==> src/hw/rtl/sadc_pkg.sv <==
// ----------------------------------------------------------------------------
// sadc_pkg
// Shared types, byte constants and the CRC-8 step for the datagram builder.
// ----------------------------------------------------------------------------
package sadc_pkg;

    localparam logic [7:0] SYNC_BYTE  = 8'h05;
    localparam logic [7:0] CRC_POLY   = 8'h07;
    localparam logic [7:0] WRITE_FLAG = 8'h80;
    localparam logic       CMD_READ   = 1'b0;
    localparam logic       CMD_WRITE  = 1'b1;

    // byte positions within a datagram
    localparam logic [2:0] POS_SYNC   = 3'd0;
    localparam logic [2:0] POS_NODE   = 3'd1;
    localparam logic [2:0] POS_ADDR   = 3'd2;
    localparam logic [2:0] POS_DATA3  = 3'd3;
    localparam logic [2:0] POS_DATA2  = 3'd4;
    localparam logic [2:0] POS_DATA1  = 3'd5;
    localparam logic [2:0] POS_DATA0  = 3'd6;
    localparam logic [2:0] POS_RD_CRC = 3'd3;
    localparam logic [2:0] POS_WR_CRC = 3'd7;

    // classified request as held in the queue
    typedef struct packed {
        logic        is_write;
        logic [7:0]  node_byte;
        logic [7:0]  addr_byte;
        logic [31:0] data;
    } sadc_req_t;

    // CRC-8, poly 0x07, byte fed LSB first
    function automatic logic [7:0] crc_feed(input logic [7:0] crc_in,
                                            input logic [7:0] byte_in);
        logic [7:0] crc;
        crc = crc_in;
        for (int i = 0; i < 8; i++) begin
            if (crc[7] ^ byte_in[i]) begin
                crc = {crc[6:0], 1'b0} ^ CRC_POLY;
            end else begin
                crc = {crc[6:0], 1'b0};
            end
        end
        return crc;
    endfunction

endpackage

==> src/hw/rtl/sadc_front.sv <==
// ----------------------------------------------------------------------------
// sadc_front
// Accepts access requests and classifies them into queue descriptors.
// ----------------------------------------------------------------------------
module sadc_front (
    input  logic                 s_valid,
    output logic                 s_ready,
    input  logic                 s_cmd,
    input  logic [6:0]           s_reg_address,
    input  logic [31:0]          s_write_value,
    input  logic [7:0]           node_address,
    input  logic                 q_full,
    output logic                 q_push,
    output sadc_pkg::sadc_req_t  q_req
);
    import sadc_pkg::*;

    logic is_write;

    assign is_write = (s_cmd == CMD_WRITE);
    assign s_ready  = !q_full;
    assign q_push   = s_valid && !q_full;

    always_comb begin
        q_req.is_write  = is_write;
        q_req.node_byte = node_address;
        q_req.addr_byte = {1'b0, s_reg_address} | (is_write ? WRITE_FLAG : 8'h00);
        q_req.data      = s_write_value;
    end

endmodule

==> src/hw/rtl/sadc_queue.sv <==
// ----------------------------------------------------------------------------
// sadc_queue
// Two-entry descriptor queue between the request front and the serializer.
// ----------------------------------------------------------------------------
module sadc_queue (
    input  logic                 aclk,
    input  logic                 aresetn,
    input  logic                 push,
    input  sadc_pkg::sadc_req_t  push_req,
    output logic                 full,
    input  logic                 pop,
    output logic                 head_valid,
    output sadc_pkg::sadc_req_t  head_req
);
    import sadc_pkg::*;

    sadc_req_t  entry_reg [2];
    logic       wr_ptr_reg, wr_ptr_next;
    logic       rd_ptr_reg, rd_ptr_next;
    logic [1:0] count_reg, count_next;
    logic       do_push, do_pop;

    assign full       = (count_reg == 2'd2);
    assign head_valid = (count_reg != 2'd0);
    assign head_req   = entry_reg[rd_ptr_reg];
    assign do_push    = push && !full;
    assign do_pop     = pop && head_valid;

    always_comb begin
        wr_ptr_next = do_push ? !wr_ptr_reg : wr_ptr_reg;
        rd_ptr_next = do_pop  ? !rd_ptr_reg : rd_ptr_reg;
        count_next  = count_reg;
        if (do_push && !do_pop) begin
            count_next = count_reg + 2'd1;
        end else if (do_pop && !do_push) begin
            count_next = count_reg - 2'd1;
        end
    end

    always_ff @(posedge aclk) begin
        if (!aresetn) begin
            wr_ptr_reg <= 1'b0;
            rd_ptr_reg <= 1'b0;
            count_reg  <= 2'd0;
        end else begin
            wr_ptr_reg <= wr_ptr_next;
            rd_ptr_reg <= rd_ptr_next;
            count_reg  <= count_next;
        end
    end

    always_ff @(posedge aclk) begin
        if (do_push) begin
            entry_reg[wr_ptr_reg] <= push_req;
        end
    end

endmodule

==> src/hw/rtl/sadc_back.sv <==
// ----------------------------------------------------------------------------
// sadc_back
// Serializes the head descriptor into datagram bytes, one per cycle unless the
// output is stalled, with a running CRC-8 and a registered output stage.
// ----------------------------------------------------------------------------
module sadc_back (
    input  logic                 aclk,
    input  logic                 aresetn,
    input  logic                 head_valid,
    input  sadc_pkg::sadc_req_t  head_req,
    output logic                 pop,
    output logic                 m_valid,
    input  logic                 m_ready,
    output logic [7:0]           m_tx_byte,
    output logic                 m_is_last
);
    import sadc_pkg::*;

    logic [2:0] pos_reg, pos_next;
    logic [7:0] crc_reg, crc_next;
    logic       m_valid_reg, m_valid_next;
    logic [7:0] m_tx_byte_reg;
    logic       m_is_last_reg;
    logic [7:0] cur_byte;
    logic       cur_last;
    logic       advance;

    assign advance = head_valid && (!m_valid_reg || m_ready);
    assign pop     = advance && cur_last;

    always_comb begin
        cur_last = head_req.is_write ? (pos_reg == POS_WR_CRC) : (pos_reg == POS_RD_CRC);
        case (pos_reg)
            POS_SYNC:  cur_byte = SYNC_BYTE;
            POS_NODE:  cur_byte = head_req.node_byte;
            POS_ADDR:  cur_byte = head_req.addr_byte;
            // a read ends right after the address: position 3 is its CRC
            POS_DATA3: cur_byte = head_req.is_write ? head_req.data[31:24] : crc_reg;
            POS_DATA2: cur_byte = head_req.data[23:16];
            POS_DATA1: cur_byte = head_req.data[15:8];
            POS_DATA0: cur_byte = head_req.data[7:0];
            default:   cur_byte = crc_reg;
        endcase
    end

    always_comb begin
        pos_next     = pos_reg;
        crc_next     = crc_reg;
        m_valid_next = m_valid_reg;
        if (advance) begin
            m_valid_next = 1'b1;
            if (cur_last) begin
                pos_next = POS_SYNC;
                crc_next = 8'h00;
            end else begin
                pos_next = pos_reg + 3'd1;
                crc_next = crc_feed(crc_reg, cur_byte);
            end
        end else if (m_ready) begin
            m_valid_next = 1'b0;
        end
    end

    always_ff @(posedge aclk) begin
        if (!aresetn) begin
            pos_reg     <= POS_SYNC;
            crc_reg     <= 8'h00;
            m_valid_reg <= 1'b0;
        end else begin
            pos_reg     <= pos_next;
            crc_reg     <= crc_next;
            m_valid_reg <= m_valid_next;
        end
    end

    always_ff @(posedge aclk) begin
        if (advance) begin
            m_tx_byte_reg <= cur_byte;
            m_is_last_reg <= cur_last;
        end
    end

    assign m_valid   = m_valid_reg;
    assign m_tx_byte = m_tx_byte_reg;
    assign m_is_last = m_is_last_reg;

endmodule

==> src/hw/rtl/serial_access_datagram_crc8_top.sv <==
// ----------------------------------------------------------------------------
// serial_access_datagram_crc8_top
// Builds serial register-access datagrams with a trailing CRC-8.
// ----------------------------------------------------------------------------
// Usage:
//   s_* channel: one register access per transaction (s_cmd 1 = write,
//   s_reg_address, s_write_value). m_* channel: datagram bytes in line
//   order, m_is_last set on the CRC byte. A read gives 4 bytes
//   (sync, node, address, CRC); a write gives 8 (four data bytes, MSB first).
//   cfg_we/cfg_wdata load the node address; write it only while idle.
// First byte: a request accepted into an empty block passes the queue registers
//   and then the output register before m_valid rises.
// Throughput: one byte per cycle on m_* while m_ready is high; the byte
//   serializer with its running CRC is the limit. A two-entry queue lets the
//   next requests be accepted while a datagram is going out.
// Reset (aresetn low, synchronous): queue emptied, output invalid, node
//   address cleared to 0.
// Stall: with m_ready low the output byte holds; the serializer and then the
//   queue fill, after which s_ready drops.
// ----------------------------------------------------------------------------
module serial_access_datagram_crc8_top (
    input  logic        aclk,
    input  logic        aresetn,
    input  logic        cfg_we,
    input  logic [7:0]  cfg_wdata,
    input  logic        s_valid,
    output logic        s_ready,
    input  logic        s_cmd,
    input  logic [6:0]  s_reg_address,
    input  logic [31:0] s_write_value,
    output logic        m_valid,
    input  logic        m_ready,
    output logic [7:0]  m_tx_byte,
    output logic        m_is_last
);
    import sadc_pkg::*;

    logic [7:0] node_address_reg;
    logic       q_full;
    logic       q_push;
    logic       q_pop;
    logic       q_head_valid;
    sadc_req_t  q_push_req;
    sadc_req_t  q_head_req;

    always_ff @(posedge aclk) begin
        if (!aresetn) begin
            node_address_reg <= 8'h00;
        end else if (cfg_we) begin
            node_address_reg <= cfg_wdata;
        end
    end

    sadc_front u_front (
        .s_valid       (s_valid),
        .s_ready       (s_ready),
        .s_cmd         (s_cmd),
        .s_reg_address (s_reg_address),
        .s_write_value (s_write_value),
        .node_address  (node_address_reg),
        .q_full        (q_full),
        .q_push        (q_push),
        .q_req         (q_push_req)
    );

    sadc_queue u_queue (
        .aclk       (aclk),
        .aresetn    (aresetn),
        .push       (q_push),
        .push_req   (q_push_req),
        .full       (q_full),
        .pop        (q_pop),
        .head_valid (q_head_valid),
        .head_req   (q_head_req)
    );

    sadc_back u_back (
        .aclk       (aclk),
        .aresetn    (aresetn),
        .head_valid (q_head_valid),
        .head_req   (q_head_req),
        .pop        (q_pop),
        .m_valid    (m_valid),
        .m_ready    (m_ready),
        .m_tx_byte  (m_tx_byte),
        .m_is_last  (m_is_last)
    );

endmodule

==> config.mk <==
export PLATFORM = sky130hd
export DESIGN_NAME = serial_access_datagram_crc8_top
export DESIGN_NICKNAME = d
export VERILOG_FILES = /design/src/hw/rtl/sadc_pkg.sv /design/src/hw/rtl/sadc_front.sv /design/src/hw/rtl/sadc_queue.sv /design/src/hw/rtl/sadc_back.sv /design/src/hw/rtl/serial_access_datagram_crc8_top.sv
export SDC_FILE = /design/constraint.sdc
export NUM_CORES = 1
export LEC_CHECK = 0
export ABC_AREA = 0
export BUFFER_PORTS_ARGS = -buffer_cell sky130_fd_sc_hd__buf_2
export CORE_MARGIN = 10
export CORE_UTILIZATION = 40
export CTS_CLUSTER_DIAMETER = 30
export DETAILED_ROUTE_END_ITERATION = 10
export PLACE_DENSITY = 0.7
export RECOVER_POWER = 25
export SYNTH_ARGS = -nofsm -noshare
export SYNTH_HDL_FRONTEND = slang
export SYNTH_SLANG_ARGS = --single-unit
==> constraint.sdc <==
create_clock -name aclk -period 10.5 [get_ports aclk]
set_clock_uncertainty 0.2 [all_clocks]
set_input_delay 1.05 -clock aclk [delete_from_list [all_inputs] [get_ports aclk]]
set_output_delay 1.05 -clock aclk [all_outputs]
set_load 0.02 [all_outputs]
* Word level (Yosys, flattened, before mapping) *
Memories as Yosys holds them, arrays and structs flattened. A register that Yosys moved wholly into a read port is not among the register bits.
Cells that the tools add are included.

word-level totals
  flip-flop bits (word level) = 33
  RAM bits = 98
  input port bits = 53
  output and inout bits = 11
  logic and storage cells = 92
  memories = 1

memories
  name               words  width  rd ports  clocked after memory_dff  write ports  line              source
  u_queue.entry_reg  2      49     1         1                         1            sadc_queue.sv:17  sadc_req_t entry_reg [2];

operators by class
  $add $sub $neg = 3
  equality and inequality tests = 8
  mux-type cells = 36
  bitwise operators = 17
  reductions and logical operators = 18

operators with widths
  cell                                                                    number
  8-bit 2-to-1 mux                                                        17
  8-bit one-hot mux with 7 select lines                                   1
  3-bit 2-to-1 mux                                                        9
  3-bit NOT                                                               8
  3-bit equality test (second input constant)                             4
  7-bit by 8-bit OR with 8-bit output                                     1
  1-bit bitwise XOR                                                       8
  1-bit logical AND                                                       7
  1-bit 2-to-1 mux                                                        7
  3-bit by 2-bit equality test with 1-bit output (second input constant)  2
  1-bit logical NOT                                                       6
  2-bit nonzero test                                                      3
  2-bit 2-to-1 mux                                                        2
  3-bit by 1-bit adder with 3-bit output (second input constant)          1
  3-bit by 1-bit equality test with 1-bit output (second input constant)  1
  3-bit logical NOT                                                       1
  2-bit by 1-bit adder with 2-bit output (second input constant)          1
  2-bit equality test (second input constant)                             1
  2-bit by 1-bit subtractor with 2-bit output (second input constant)     1
  1-bit logical OR                                                        1

* Logic depth before layout (Yosys ltp) *
Gate-level depths: netlist (run 1).

  depth after elaboration = 33
  depth in mapped cells = 13
  gate-level depth less buffers = 11

* Hierarchy *
A second synthesis (run 1) with hierarchy kept.

unflattened totals
  cells, all modules = 448
  area, all modules = 6147.1 um^2

by module, submodules not included
  module                           instances  cells an instance  area each (um^2)  seq. area each (um^2)
  sadc_queue                       1          177                3764.9            3042.9
  sadc_back                        1          195                1702.9            510.5
  sadc_front                       1          51                 377.9             0.0
  serial_access_datagram_crc8_top  1          25                 301.5             160.2

* Worst setup path before layout (run 1) *
OpenSTA, ideal clock, no wires.

  kind = input port to flip-flop
  start point = in s_valid
  end point = mem u_queue.entry_reg[0][0] (netlist name) (enable)
  setup time = 0.455 ns
  arrival = 3.170 ns
  data required time = 9.845 ns
  slack = 6.675 ns
  stages = 2
  buffers on the path = 0
  cells stage by stage = nand2_1 > nor2_1

on the way
  cells in the longest elaborated chain, start to end = 4

RTL lines
  item                                    line                                   source
  start, declared                         serial_access_datagram_crc8_top.sv:26  input logic s_valid,
  1-bit logical AND                       sadc_front.sv:22                       assign q_push = s_valid && !q_full;
  1-bit logical AND                       sadc_queue.sv:26                       assign do_push = push && !full;
  1-bit 2-to-1 mux                        sadc_queue.sv:53                       if (do_push) begin
  1-bit 2-to-1 mux (implied by the code)  sadc_queue.sv:54                       entry_reg[wr_ptr_reg] <= push_req;
  end, declared                           sadc_queue.sv:17

No other way between the ends.

* Worst setup path in the final report (run 1) *
  start point = reg u_back.pos_reg[2]
  end point = reg u_back.crc_reg[6]

on the way
  cells in the longest elaborated chain, start to end = 21

RTL lines
  item                                         line             source
  start, declared                              sadc_back.sv:19  logic [2:0] pos_reg, pos_next;
  start signal, assigned                       sadc_back.sv:70  pos_reg <= pos_next;
  3-bit equality test (tied with other cells)  sadc_back.sv:33  case (pos_reg)
  8-bit one-hot mux with 7 select lines        sadc_back.sv:33
  1-bit bitwise XOR                            sadc_pkg.sv:38   if (crc[7] ^ byte_in[i]) begin
  3-bit 2-to-1 mux                             sadc_pkg.sv:38
  8-bit 2-to-1 mux                             sadc_back.sv:52  if (cur_last) begin
  8-bit 2-to-1 mux                             sadc_back.sv:50  if (advance) begin
  3-bit NOT (no source line)                   n/a
  3-bit 2-to-1 mux                             sadc_pkg.sv:38
  (+5 left out)                                n/a
  8-bit 2-to-1 mux                             sadc_back.sv:50
  8-bit 2-to-1 mux                             sadc_back.sv:52
  8-bit 2-to-1 mux                             sadc_back.sv:50
  8-bit 2-to-1 mux                             sadc_back.sv:52
  8-bit 2-to-1 mux                             sadc_back.sv:50
  8-bit 2-to-1 mux                             sadc_back.sv:52
  8-bit 2-to-1 mux                             sadc_back.sv:50
  8-bit 2-to-1 mux *                           sadc_back.sv:52
  end signal, assigned                         sadc_back.sv:71  crc_reg <= crc_next;
  end, declared                                sadc_back.sv:20  logic [7:0] crc_reg, crc_next;

Every way passes the cells marked *; elsewhere a longest branch is shown, timed or not. The select of a mux whose other input is x is not followed.
A chain may end at the register's enable or synchronous reset.

==> qor.txt, run 1 <==
Logic pwr share -> 0.221
Max clock buf depth -> 2
Diodes inserted -> 0
Max_slew headroom -> 0.361
Pleak -> 2.32 nW
Layout fillers -> 1176
Final TNS setup -> 0 ns
Critical Path AT -> 4.07 ns
Clock Power Share -> 0.366
Syn Std Cell Area -> 5470 um2
Fraction of the yosys area taken by sequential cells -> 0.668
Sequential power share -> 0.414
Post-route cell area -> 6520 um2
RSZ-0062 raised after global routing -> no
Post-placement setup slack -> 6.65 ns
Hold buffers post-CTS -> 0
Complex-gate fraction of the synthesized area -> 0.101
Fmax -> 254 MHz
DRT iter0 DRCs -> 284
Multi-input combinational cell area -> 1690 um2
Internal -> 0.00112 W
Critical setup path kind -> register to register
Inserted Clock Buffers -> 17
Hold WS -> 0.267 ns
Post-cts gate resize count -> 0
Slew @ Worst Pin -> 0.959 ns
Fin. Hold Viols -> 0
Post-CTS setup buffer count -> 0
Layout net count -> 510
Ys async rst share -> 0
Mux share of post-synthesis cell area -> 0.0757
Die height -> 137 um
Setup crit end kind -> register
Synth Area in Adders -> 0.0183
GRT Total Usage -> 0.133
Worst Path Required -> 10.64 ns
RD Place Congestion -> 0.842
Core area -> 13300 um2
Synth top area share -> 0.576
Area share of and/or/nand/nor cells after synthesis -> 0.0725
Synth area leaders -> edfxtp_1 (58%), dfxtp_1 (9.1%), mux2i_1 (4.2%), xnor2_1 (2.6%), mux2_2 (2.1%)
Worst skew pair latency -> 0.42 ns
CTS tree -> built
Number of synthesized flops with an enable pin -> 105
Placement Rows -> 42
Main synth FF type -> edfxtp_1
Max rail drop VDD -> 143 uV
DR pass1 iterations -> 5
Switching Share -> 0.292
Met1 Use GR -> 0.170
Met2 Track Usage GR -> 0.200
Most frequent cells in the layout -> edfxtp_1 (105), buf_2 (55), dfxtp_1 (24), mux2i_1 (23), nand2_1 (21)
Met3 Use GR -> 0.0550
Commonest non-fill, non-tap cell in the layout -> edfxtp_1
HP Class -> register to register
DP HPWL -> 8.31 mm
Post-synth top area cell -> edfxtp_1
Die X -> 137 um
Clk sink count -> 130
Sw power -> 0.000463 W
DRC -> 0
Post-route setup slack -> 6.56 ns
Largest register FFs -> 96
Vias post-DR -> 3339
Placed Area -> 5950 um2
Largest net degree at the start of global routing -> 50
Warnings, synthesis -> 0
MaxCap Viol Count -> 0
Storage element area -> 3650 um2
Full die area -> 18800 um2
IO Pins -> 64
Clk pin slew, worst setup/hold paths -> 0.06 ns
Post-Syn Nets -> 441
Final ANT Viol Nets -> 0
Vias/cell -> 5.23
Area Overhead vs Synth -> 19.2%
Final period util -> 0.375
Synth cell types -> 57
H-tree depth -> 4
First-pass GRT wire length -> 18.8 mm
Port buffer count -> 63
Clock Tree Root -> clkbuf_16
CP max FO -> 23
Largest family of logic cells by synthesized area -> compound AO/OA/AOI/OAI gates
WL per Instance -> 18.8 um
Yosys reg bits -> 130
Grt ovf -> 0
Status -> complete, no violations
Mean post-synth cell area -> 14.4 um2
Crit path launch type -> register
Synth Area in XOR/XNOR -> 0.0400
Final Routed Wirelength -> 12.0 mm
Crit path time final -> 3.94 ns
Initial antenna violation count -> 0
Setup violations, final -> 0
Max Slew Vio Count -> 0
Syn Inst Count -> 380
Top Usage Layer GRT -> met2
Pwr/cell area -> 243 nW/um2
Initial Utilization -> 0.410
Vias in the first global route -> 3450
Layout cells sized above 1 -> 0.240
[worst max-delay path, stage by stage, from the launching register on]
cell and delay [ns]:
dfxtp_1 0.82, inv_1 0.26, ha_1 0.28, or4_1 0.66, a32o_1 0.31, a211oi_2 0.35
xnor2_1 0.13, xnor2_1 0.26, xor2_1 0.13, or3_1 0.34, o21ai_0 0.10
[final timing paths]
kind / from / to / slack [ns] / cells past startpoint
max: u_back.pos_reg[2] / u_back.crc_reg[6] / 6.56 / 10
min: node_address_reg[1] / u_queue.entry_reg[1][41] / 0.27 / 0
max reg2reg: u_back.pos_reg[2] / u_back.crc_reg[6] / 6.56 / 10
min reg2reg: node_address_reg[1] / u_queue.entry_reg[1][41] / 0.27 / 0
[stage by stage]
step / total power (W) / std cells / utilization
final: 0.00158 / 638 / 0.489
after global routing: 0.00166 / 638 / 0.489
after CTS: 0.00160 / 638 / 0.490
after detailed placement: 0.00101 / 606 / 0.446
after global placement: 0.00101 / 606 / 0.446
after floorplan: 0.000925 / 380 / -
[cells by family (layout without fill, tap and decap cells)]
| group | Yosys count | count (layout) |
|---|---|---|
| flops | 130 | 130 |
| mux | 36 | 36 |
| simple gates | 79 | 79 |
| buf+inv | 29 | 111 |
| xor+xnor | 25 | 25 |
| fa+ha+maj | 8 | 8 |
| compound gates | 73 | 73 |
[cell usage after synthesis, types with 4 or more instances]
| cell | instances |
|---|---|
| or3_1 | 6 |
| o21ai_0 | 10 |
| mux2i_1 | 23 |
| xor2_1 | 9 |
| nor2_1 | 20 |
| a22oi_1 | 5 |
| dfxtp_1 | 25 |
| xnor2_1 | 16 |
| and2_1 | 4 |
| a222oi_1 | 6 |
| o22ai_1 | 5 |
| a21oi_1 | 13 |
| clkbuf_1 | 9 |
| edfxtp_1 | 105 |
| nand3_1 | 7 |
| ha_1 | 8 |
| inv_1 | 14 |
| nand2_1 | 21 |
| nor2b_1 | 4 |
| a22o_1 | 4 |
| mux2_2 | 10 |
[metal layers]
| layer | routed length [um] | up-vias |
|---|---|---|
| li1 | - | 1592 |
| met1 | 5510 | 1637 |
| met2 | 5640 | 96 |
| met3 | 732 | 14 |
| met4 | 132 | 0 |
| met5 | 0 | - |
[cell type report]
| class | count | share of cell area |
|---|---|---|
| clock buffer | 17 | 0.0652 |
| clock inverter | 15 | 0.0242 |
| inverter | 14 | 0.00806 |
| multi-input combinational | 221 | 0.259 |
| sequential | 130 | 0.560 |
| tap | 176 | 0.0338 |
| timing repair buffer | 65 | 0.0491 |
[power by group through the flow]
stage | sequential (W) | combinational (W) | clock, W
5_1_grt | 0.000661 | 0.000385 | 0.000615
6_report | 0.000655 | 0.000349 | 0.000579
3_5_place_dp | 0.000666 | 0.000348 | 0
3_3_place_gp | 0.000664 | 0.000341 | 0
2_1_floorplan | 0.000670 | 0.000254 | 0
4_1_cts | 0.000655 | 0.000352 | 0.000589
(Power assumes the default switching activity.)
==> run 2: changes to the inputs <==
--- a/config.mk
+++ b/config.mk
@@ -5,7 +5,7 @@
 export SDC_FILE = /design/constraint.sdc
 export NUM_CORES = 1
 export LEC_CHECK = 0
-export ABC_AREA = 0
+export ABC_AREA = 1
 export BUFFER_PORTS_ARGS = -buffer_cell sky130_fd_sc_hd__buf_2
 export CORE_MARGIN = 10
 export CORE_UTILIZATION = 40
==> constraint.sdc (replaced) <==
create_clock -name aclk -period 3.87 [get_ports aclk]
set_clock_uncertainty 0.2 [all_clocks]
set_input_delay 0.387 -clock aclk [delete_from_list [all_inputs] [get_ports aclk]]
set_output_delay 0.387 -clock aclk [all_outputs]
set_load 0.02 [all_outputs]
==> run 2 against run 1 <==
Against the previous run:
- clock power grew to 2.8 times the previous value
- setup slack worse by 5.6 ns
- non-clock buffer count is 46 higher
- register-to-register slack worse by 5.6 ns
- core utilization is 3.0 points higher
- largest cell class unchanged
- largest power group unchanged
==> qor.txt, run 2 <==
Warnings, synthesis -> 0
DRT iter0 DRCs -> 311
Layout cells sized above 1 -> 0.160
Dominant cell by count in the synthesized netlist -> nand2_1
Vias in the first global route -> 4381
Slew @ Worst Pin -> 0.818 ns
Delay-heaviest family, CP -> simple AND/OR/NAND/NOR gates
Most frequent cells in the layout -> nand2_1 (223), edfxtp_1 (105), buf_2 (48), nor2_1 (45), inv_1 (44)
R2R Path Start -> u_back.pos_reg[0]
Met2 Track Usage GR -> 0.224
Post-route setup slack -> 0.987 ns
RD Place Congestion -> 0.812
Syn Std Cell Area -> 5740 um2
Post-cts gate resize count -> 0
Ys async rst share -> 0
Post-CTS setup buffer count -> 0
Largest stage delay on the critical path -> 0.40 ns
Vias post-DR -> 4395
CTS tree -> built
Final ANT Viol Nets -> 0
Pwr/cell area -> 737 nW/um2
Max_slew headroom -> 0.453
Final TNS setup -> 0 ns
First-pass GRT wire length -> 22.0 mm
Post-placement setup slack -> 1.00 ns
Top Usage Layer GRT -> met2
Cell breakdown of the critical path -> ha_1 > ha_1 > nor2_1 > and3_1 > inv_2 > o21ai_2 > nand2_1 > nand2_2 > nand2_1 > nand2_1 > nand2_1 > nand3_1 > nand2_2 > inv_2 > nand2_1 > nand3_1 > a21oi_1
Fraction of the yosys area taken by sequential cells -> 0.637
Crit path time final -> 2.88 ns
Initial Utilization -> 0.410
Worst Path Required -> 3.95 ns
Yosys reg bits -> 130
Mean post-synth cell area -> 9.74 um2
Worst skew pair latency -> 0.41 ns
R2R depth -> 17
IO Pins -> 64
Port buffer count -> 63
Final period util -> 0.745
Fin. Hold Viols -> 0
Fmax -> 347 MHz
Diodes inserted -> 0
Hold path start -> cfg_wdata[5]
Status -> complete, no violations
DR pass1 iterations -> 6
Post-synth top area cell -> edfxtp_1
Worst r2r dst -> u_back.crc_reg[1]
HP Class -> primary input to register
Final Util -> 0.519
Design Power -> 0.00535 W
Initial antenna violation count -> 0
Setup violations, final -> 0
Synth area leaders -> edfxtp_1 (55%), nand2_1 (15%), dfxtp_1 (8.7%), nor2_1 (3.1%), inv_1 (2.9%)
Post-Syn Nets -> 650
Buffers and inverters on the worst path -> 2
Vias/cell -> 4.89
Most common library cells after synthesis -> nand2_1 (223), edfxtp_1 (105), nor2_1 (47)
Max rail drop VDD -> 418 uV
Met1 Use GR -> 0.170
Synth top area share -> 0.550
Clock Tree Root -> clkbuf_16
Met3 Use GR -> 0.0354
Clk pin slew, worst setup/hold paths -> 0.06 ns
Full die area -> 19500 um2
Main synth FF type -> edfxtp_1
Inserted Clock Buffers -> 17
Grt ovf -> 0
Hold Path End -> node_address_reg[5]
DP HPWL -> 8.93 mm
Syn Inst Count -> 589
Pleak -> 3.05 nW
Synth cell types -> 31
Die X -> 140 um
Largest net degree at the start of global routing -> 50
CP most frequent cell -> nand2_1
RSZ-0062 raised after global routing -> no
Crit path launch type -> register
Critical setup path kind -> register to register
Final Routed Wirelength -> 13.2 mm
Largest register FFs -> 96
Commonest non-fill, non-tap cell in the layout -> nand2_1
Clk sink count -> 130
CP max FO -> 7
Crit path max-delay cell type -> and3_1
DRC -> 0
R2R setup slack -> 0.99 ns
Max Slew Vio Count -> 0
MaxCap Viol Count -> 0
GRT Total Usage -> 0.137
WL per Instance -> 14.7 um
Critical Path AT -> 2.96 ns
Hold buffers post-CTS -> 43
Placement Rows -> 43
Core area -> 14000 um2
Setup crit end kind -> register
Number of synthesized flops with an enable pin -> 105
Layout net count -> 767
H-tree depth -> 4
Hold Path Stages -> 3
Max clock buf depth -> 2
Die height -> 140 um
Area Overhead vs Synth -> 26.5%
-- run 2: logic make-up (layout without fill, tap and decap cells) --
kind of cell / count (synthesis) / count (layout) / share of synthesized area
compound gates: 56 / 56 / 0.0519
xor+xnor: 2 / 2 / 0.00305
fa+ha+maj: 8 / 8 / 0.0175
buf+inv: 62 / 192 / 0.0502
flops: 130 / 130 / 0.637
simple gates: 331 / 331 / 0.240
-- run 2: final cells by class --
| cell class | count | area [um2] |
|---|---|---|
| fillers | 1232 | 6730 |
| flip-flops and latches | 130 | 3650 |
| multi-input cells | 397 | 1810 |
| repair buffers | 111 | 766 |
| clock buffers | 18 | 429 |
| well taps | 180 | 225 |
| clock inverters | 14 | 188 |
| inverters | 49 | 184 |
-- run 2: per-layer routing --
metal | wire [um] | vias to the layer above
li1 | - | 2180
met1 | 5790 | 2046
met5 | 0 | -
met2 | 6380 | 145
met3 | 835 | 24
met4 | 242 | 0
-- run 2: through the flow --
step	cell area [um2]	hold WS [ns]	cells
floorplan	5740	0.220	589
global placement	6220	0.232	824
detailed placement	6220	0.237	824
CTS	7270	0.00483	899
global route	7250	0.0141	899
finish	7250	0.0114	899
-- run 2: how the worst max path moves through the flow --
stage | start | to | slack (ns) | cells past startpoint
4_1_cts | u_back.pos_reg[0] | u_back.crc_reg[1] | 0.99 | 17
3_5_place_dp | u_back.pos_reg[0] | u_back.crc_reg[1] | 1.00 | 17
3_3_place_gp | u_back.pos_reg[0] | u_back.crc_reg[2] | 1.08 | 17
5_1_grt | u_back.pos_reg[0] | u_back.crc_reg[1] | 0.75 | 17
2_1_floorplan | u_queue.count_reg[0] | u_queue.entry_reg[1][0] | 0.50 | 4
6_report | u_back.pos_reg[0] | u_back.crc_reg[1] | 0.99 | 17
-- run 2: report_power, final --
part | total (W) | switching, W | internal, W
logic | 0.00176 | 0.00121 | 0.000555
registers | 0.00193 | 0.000105 | 0.00182
clock network | 0.00165 | 0.000581 | 0.00107
total | 0.00535 | 0.00189 | 0.00345
-- run 2: worst reg2reg max path, cell delays in order, from the launching register on --
cell and delay, ns:
dfxtp_1 0.34, ha_1 0.25, ha_1 0.22, nor2_1 0.09
and3_1 0.40, inv_2 0.17, o21ai_2 0.15, nand2_1 0.15
nand2_2 0.11, nand2_1 0.05, nand2_1 0.11, nand2_1 0.09
nand3_1 0.09, nand2_2 0.08, inv_2 0.06, nand2_1 0.05
nand3_1 0.06, a21oi_1 0.07
